$ cat src/rtl/core/additive_sine_oscillator_bank_top_assert.svh
// Assertion macros used by the oscillator bank controller.
`ifndef ADDITIVE_SINE_OSCILLATOR_BANK_TOP_ASSERT_SVH
`define ADDITIVE_SINE_OSCILLATOR_BANK_TOP_ASSERT_SVH

// Same-cycle implication, checked out of reset.
`define ASOB_ASSERT_IMP(label, ante, cons) \
    label: assert property (@(posedge i_clk) disable iff (!i_rst_n) (ante) |-> (cons)) \
        else $error("asob: implication check failed");

// Next-cycle implication, checked out of reset.
`define ASOB_ASSERT_NXT(label, ante, cons) \
    label: assert property (@(posedge i_clk) disable iff (!i_rst_n) (ante) |=> (cons)) \
        else $error("asob: next-cycle check failed");

`endif

$ cat src/rtl/core/asob_pkg.sv
// Shared types and constants of the additive sine oscillator bank.
package asob_pkg;

    typedef enum logic [1:0] {
        OP_LOAD   = 2'd0,
        OP_SAMPLE = 2'd1,
        OP_SYNC   = 2'd2
    } t_op;

    localparam int SLOT_W   = 6;
    localparam int FREQ_W   = 24;
    localparam int AMP_W    = 16;
    localparam int COUNT_W  = 7;
    localparam int HZ_W     = 32;
    localparam int PHASE_W  = 32;
    localparam int SAMPLE_W = 22;
    localparam int SINE_W   = 16;

    localparam logic [HZ_W-1:0] HZ_RESET = 32'd24931631;

    localparam int OUT_MAX = 2097151;
    localparam int OUT_MIN = -2097152;

    // 2*pi in unsigned Q30
    localparam logic [63:0] TWO_PI_Q30 = 64'd6746518852;

    // Taylor series divisors (2n)(2n+1) for n = 1..6
    localparam logic [63:0] TAYLOR_DIV [6] = '{64'd6, 64'd20, 64'd42, 64'd72, 64'd110, 64'd156};

    typedef struct packed {
        logic clear_wr;
        logic load_wr;
        logic load_clr_phase;
        logic issue;
        logic acc_clr;
        logic sync_flip;
        logic out_load;
    } t_dp_cmd;

    typedef struct packed {
        logic busy;
    } t_dp_stat;

endpackage

$ cat src/rtl/core/asob_ctrl.sv
// Sequencer for clearing, item decode, partial issue and result handoff.
module asob_ctrl #(
    parameter int MAX_PARTIALS = 64,
    parameter int AW           = 6
) (
    input  logic                           i_clk,
    input  logic                           i_rst_n,
    input  logic                           i_valid,
    output logic                           o_ready,
    input  logic [1:0]                     i_op,
    input  logic [asob_pkg::SLOT_W-1:0]    i_slot,
    input  logic                           i_clear_phase,
    input  logic [asob_pkg::COUNT_W-1:0]   i_partial_count,
    output logic                           o_valid,
    input  logic                           i_ready,
    output asob_pkg::t_dp_cmd              o_cmd,
    output logic [AW-1:0]                  o_addr,
    input  asob_pkg::t_dp_stat             i_stat
);
    import asob_pkg::*;

    localparam int CW = $clog2(MAX_PARTIALS + 1);

    typedef enum logic [3:0] {
        ST_CLEAR = 4'b0001,
        ST_IDLE  = 4'b0010,
        ST_ISSUE = 4'b0100,
        ST_DRAIN = 4'b1000
    } t_state;

    t_state        r_state, n_state;
    logic [CW-1:0] r_idx, n_idx;
    logic [CW-1:0] r_count, n_count;
    logic          r_out_valid, n_out_valid;

    t_dp_cmd       cmd;
    logic          accept;
    logic          slot_ok;
    logic [CW-1:0] count_clamp;

    assign accept  = i_valid && (r_state == ST_IDLE);
    assign slot_ok = ({26'd0, i_slot} < 32'(MAX_PARTIALS));
    assign count_clamp = ({25'd0, i_partial_count} > 32'(MAX_PARTIALS)) ?
                         CW'(MAX_PARTIALS) : CW'(i_partial_count);

    always_comb begin
        n_state = r_state;
        n_idx   = r_idx;
        n_count = r_count;
        cmd     = '0;
        o_addr  = r_idx[AW-1:0];
        cmd.load_clr_phase = i_clear_phase;
        case (r_state)
            ST_CLEAR: begin
                cmd.clear_wr = 1'b1;
                n_idx        = CW'(r_idx + 1'b1);
                if (r_idx == CW'(MAX_PARTIALS - 1)) begin
                    n_idx   = '0;
                    n_state = ST_IDLE;
                end
            end
            ST_IDLE: begin
                if (accept) begin
                    case (i_op)
                        OP_LOAD: begin
                            cmd.load_wr = slot_ok;
                            o_addr      = AW'(i_slot);
                        end
                        OP_SAMPLE: begin
                            cmd.acc_clr = 1'b1;
                            n_idx       = '0;
                            n_count     = count_clamp;
                            n_state     = (count_clamp == '0) ? ST_DRAIN : ST_ISSUE;
                        end
                        OP_SYNC: begin
                            cmd.sync_flip = 1'b1;
                        end
                        default: begin
                        end
                    endcase
                end
            end
            ST_ISSUE: begin
                cmd.issue = 1'b1;
                n_idx     = CW'(r_idx + 1'b1);
                if (CW'(r_idx + 1'b1) == r_count) begin
                    n_state = ST_DRAIN;
                end
            end
            ST_DRAIN: begin
                // hold the result until the pipe is empty and the output slot is free
                if (!i_stat.busy && (!r_out_valid || i_ready)) begin
                    cmd.out_load = 1'b1;
                    n_state      = ST_IDLE;
                end
            end
            default: begin
                n_state = ST_IDLE;
            end
        endcase
    end

    always_comb begin
        n_out_valid = r_out_valid;
        if (cmd.out_load) begin
            n_out_valid = 1'b1;
        end else if (i_ready) begin
            n_out_valid = 1'b0;
        end
    end

    always_ff @(posedge i_clk) begin
        if (!i_rst_n) begin
            r_state     <= ST_CLEAR;
            r_idx       <= '0;
            r_count     <= '0;
            r_out_valid <= 1'b0;
        end else begin
            r_state     <= n_state;
            r_idx       <= n_idx;
            r_count     <= n_count;
            r_out_valid <= n_out_valid;
        end
    end

    assign o_ready = (r_state == ST_IDLE);
    assign o_valid = r_out_valid;
    assign o_cmd   = cmd;

`include "additive_sine_oscillator_bank_top_assert.svh"

    `ASOB_ASSERT_IMP(a_issue_in_range, cmd.issue, r_idx < r_count)
    `ASOB_ASSERT_IMP(a_no_overwrite, cmd.out_load, !r_out_valid || i_ready)
    `ASOB_ASSERT_IMP(a_idle_pipe_empty, r_state == ST_IDLE, !i_stat.busy)
    `ASOB_ASSERT_NXT(a_drain_to_out, (r_state == ST_DRAIN) && !i_stat.busy && !r_out_valid,
                     (r_state == ST_IDLE) && o_valid)

endmodule

$ cat config.mk
export PLATFORM = sky130hd
export DESIGN_NAME = asob_ctrl
export DESIGN_NICKNAME = d
export VERILOG_FILES = /design/src/rtl/core/asob_pkg.sv /design/src/rtl/core/asob_ctrl.sv
export VERILOG_INCLUDE_DIRS = /design/src /design/src/rtl/core
export SDC_FILE = /design/constraint.sdc
export NUM_CORES = 1
export LEC_CHECK = 0
export BUFFER_PORTS_ARGS = -buffer_cell sky130_fd_sc_hd__buf_2
export CAP_MARGIN = 10
export CORE_ASPECT_RATIO = 1.25
export CORE_MARGIN = 2
export CORE_UTILIZATION = 50
export CTS_BUF_LIST = sky130_fd_sc_hd__clkbuf_16
export CTS_CLUSTER_SIZE = 10
export DETAILED_ROUTE_END_ITERATION = 10
export PLACE_DENSITY = 0.77
export SYNTH_ARGS = -nofsm -noshare
export SYNTH_HDL_FRONTEND = slang
export SYNTH_SLANG_ARGS = --single-unit
$ cat constraint.sdc
create_clock -name i_clk -period 2.3 [get_ports i_clk]
set_input_delay 0.575 -clock i_clk [delete_from_list [all_inputs] [get_ports i_clk]]
set_output_delay 0.575 -clock i_clk [all_outputs]
set_load 0.02 [all_outputs]
==> impl_metrics.env <==
export IMPL_syn2layout_area_growth_pct=31.9
export IMPL_htree_levels=1
export IMPL_swShare=0.284
export IMPL_fin_ws_ns=-0.0913
export IMPL_cp_end_kind="output port"
export IMPL_insertedDiodeCount=0
export IMPL_finish_utilization=0.705
export IMPL_regToRegSetupSlack_ns=0.31
export IMPL_p_total_uw=991
export IMPL_die_x_microns=47.5
export IMPL_cts_buffers=3
export IMPL_rsz0062_at_grt="yes"
export IMPL_critPathRequiredTime_ns=1.73
export IMPL_layout_commonest_cell="buf_2"
export IMPL_r2r_start="r_idx[0]"
export IMPL_syn_nets=163
export IMPL_dp_hpwl_mm=2.10
export IMPL_startpoint_type="register"
export IMPL_ys_flop_type="dfxtp_1"
export IMPL_antenna_found_initial=0
export IMPL_hold_buffers=0
export IMPL_num_rows=19
export IMPL_port_buffers=33
export IMPL_synth_cell_types=41
export IMPL_synth_area_leader_cell="dfxtp_1"
export IMPL_yosys_area_top_type_share=0.322
export IMPL_grt_pass1_wl_mm=4.74
export IMPL_endpoint="o_addr[5]"
export IMPL_core_area_sq_um=2210
export IMPL_vias=1179
export IMPL_status="finished with violations"
export IMPL_ff_latch_area_sq_um=388
export IMPL_violations="negative setup slack"
export IMPL_place_gp_congestion=0.890
export IMPL_grt_pass1_vias=1104
export IMPL_cts_sink_count=19
export IMPL_setup_viol=6
export IMPL_combPwrFrac=0.267
export IMPL_setup_worst_path_class="reg2out"
export IMPL_synthTopCellsByArea="dfxtp_1 32%, a21oi_1 6.3%, mux2_2 5.7%, xnor2_1 5.2%, nand2_1 5.1%"
export IMPL_cts_tree="yes"
export IMPL_ys_ff_latch=19
export IMPL_viasPerCell=5.67
export IMPL_root_buffer="clkbuf_16"
export IMPL_postRouteWirelength_mm=2.82
export IMPL_clock_fmax_mhz=418
export IMPL_grt_max_degree=11
export IMPL_yosysSeqAreaShare=0.322
export IMPL_die_y_microns=58.4
export IMPL_ant_nets=0
export IMPL_postSynthAreaPerCell_sq_um=8.39
export IMPL_vdd_drop_max_mv=0.574
export IMPL_period_share=1.04
export IMPL_r2r_worst_path_cells=6
export IMPL_min_period_ns=2.39
export IMPL_synthCells=141
export IMPL_final_hold_viol_count=0
export IMPL_drt_initial_drc_count=20
export IMPL_hold_class="reg2reg"
export IMPL_start_util=0.535
export IMPL_clk_pin_slew_ns=0.05
export IMPL_p_int_uw=709
export IMPL_drt_pass1_iter_count=4
export IMPL_tightest_slew_ns=0.515
export IMPL_place_inst=203
export IMPL_path_common_cell="buf_6"
export IMPL_p_per_area_nw_per_um2=635
export IMPL_clockBufferDepth=2
export IMPL_gr_usage_all_layers=0.230
export IMPL_r2r_end="r_state[3]"
export IMPL_worst_path_max_delay_cell="dfxtp_4"
export IMPL_multi_input_area_sq_um=797
export IMPL_clk_latency_ns=0.25
export IMPL_arrival_ns=1.82
export IMPL_yosys_warnings=0
export IMPL_worst_path_max_fanout=7
export IMPL_fin_cells=208
export IMPL_wl_per_cell_microns=13.5
export IMPL_fillers=192
export IMPL_drive_above_1_share=0.345
export IMPL_syn_area_sq_um=1180
export IMPL_clkPwrFrac=0.352
export IMPL_drv_cap=0
export IMPL_layout_common_cells="27 x buf_2, 16 x nand2_1, 15 x a21oi_1, 15 x dfxtp_1, 10 x nor2_1"
export IMPL_grt_ovfl_total=0
export IMPL_ys_async_sr_fraction=0
export IMPL_p_seq_frac=0.381
export IMPL_route_detailed_drc=0
export IMPL_synth_edf_count=0
export IMPL_max_slew_margin=0.655
export IMPL_io_pins=36
export IMPL_die_area_sq_um=2770
export IMPL_leakage_uw=0.000662
export IMPL_fin_skew_ns=0.00169
export IMPL_nets=200
export IMPL_crit_start="r_state[0]"
export IMPL_slew_viol_final=0
export IMPL_p_sw_uw=282
export IMPL_slowest_delay_ns=0.35
export IMPL_path_cells="nor4b_4 -> nor4bb_4 -> buf_6 -> mux2_4 -> buf_6"
export IMPL_fin_setup_tns_ns=-0.522
[Yosys cell counts (2+ instances only)]
| cell type | number |
|---|---|
| dfxtp_1 | 19 |
| nand2_1 | 16 |
| a21oi_1 | 15 |
| nor2_1 | 10 |
| nand3_1 | 8 |
| nand3b_1 | 8 |
| xnor2_1 | 7 |
| mux2_2 | 6 |
| nor3_1 | 5 |
| o21ai_0 | 4 |
| and3_1 | 3 |
| buf_4 | 3 |
| or3_1 | 3 |
| xor2_1 | 3 |
| a31oi_1 | 2 |
| buf_2 | 2 |
| inv_1 | 2 |
| o31ai_2 | 2 |
[how the worst min path moves through the flow]
stage                          start    endpoint  slack (ns)  depth (start not counted)
after floorplan           r_count[0]  r_count[0]        0.44                          2
after global placement    r_count[0]  r_count[0]        0.46                          2
after detailed placement  r_count[1]  r_count[1]        0.47                          2
after CTS                 r_count[1]  r_count[1]        0.47                          2
after global routing      r_count[4]  r_count[4]        0.50                          2
final                     r_count[1]  r_count[1]        0.47                          2
[flip-flops by register name (all words and copies together) (netlist names)]
signal   flops
r_count      7
r_idx        7
r_state      4
o_valid      1
[per-stage QoR]
step / instance area (sq um) / hold WS [ns] / setup WS (ns)
6_report: 1560 / 0.468 / -0.0913
5_1_grt: 1560 / 0.498 / -0.144
4_1_cts: 1540 / 0.471 / -0.0933
3_5_place_dp: 1390 / 0.465 / 0.0237
3_3_place_gp: 1390 / 0.460 / 0.0368
2_1_floorplan: 1190 / 0.443 / -0.117
[final cells by class]
type                            instances  share of cell area
Clock inverter                          1             0.00241
Clock buffer                            3              0.0482
Multi-Input combinational cell        113               0.511
Timing Repair Buffer                   38               0.157
Sequential cell                        19               0.249
Tap cell                               31              0.0249
Inverter                                3             0.00803
[layer usage]
metal | wire, microns | track usage
met5 | 0 | 0
met4 | 45 | 0.0675
met3 | 108 | 0.0307
met2 | 1440 | 0.403
met1 | 1220 | 0.282
[logic make-up after synthesis]
logic type | Yosys count | share of synthesized area
xor+xnor | 10 | 0.0741
simple gates | 67 | 0.343
flops | 19 | 0.322
buf+inv | 9 | 0.0402
fa+ha+maj | 1 | 0.0106
compound gates | 29 | 0.153
mux | 6 | 0.0571
[power by group through the flow]
stage	clock, uW	combinational, uW	sequential, uW
after global placement	0	226	384
after global routing	374	293	381
after floorplan	0	175	375
final	348	264	378
after detailed placement	0	232	386
after CTS	351	263	378
[worst max-delay path, delay by kind of cell, from the launching register on]
family	cells	cell delay [ns]
buffers and inverters	2	0.32
multiplexers	1	0.31
flip-flops	1	0.35
AND/OR/NAND/NOR	2	0.58
[what timing repair did]
action | 4_1_cts | 5_1_grt
pin swaps | 1 | 0
endpoints found under the setup margin | 7 | 8
setup buffers | 1 | 0
gates resized for setup | 22 | 3
(Power assumes the default switching activity.)
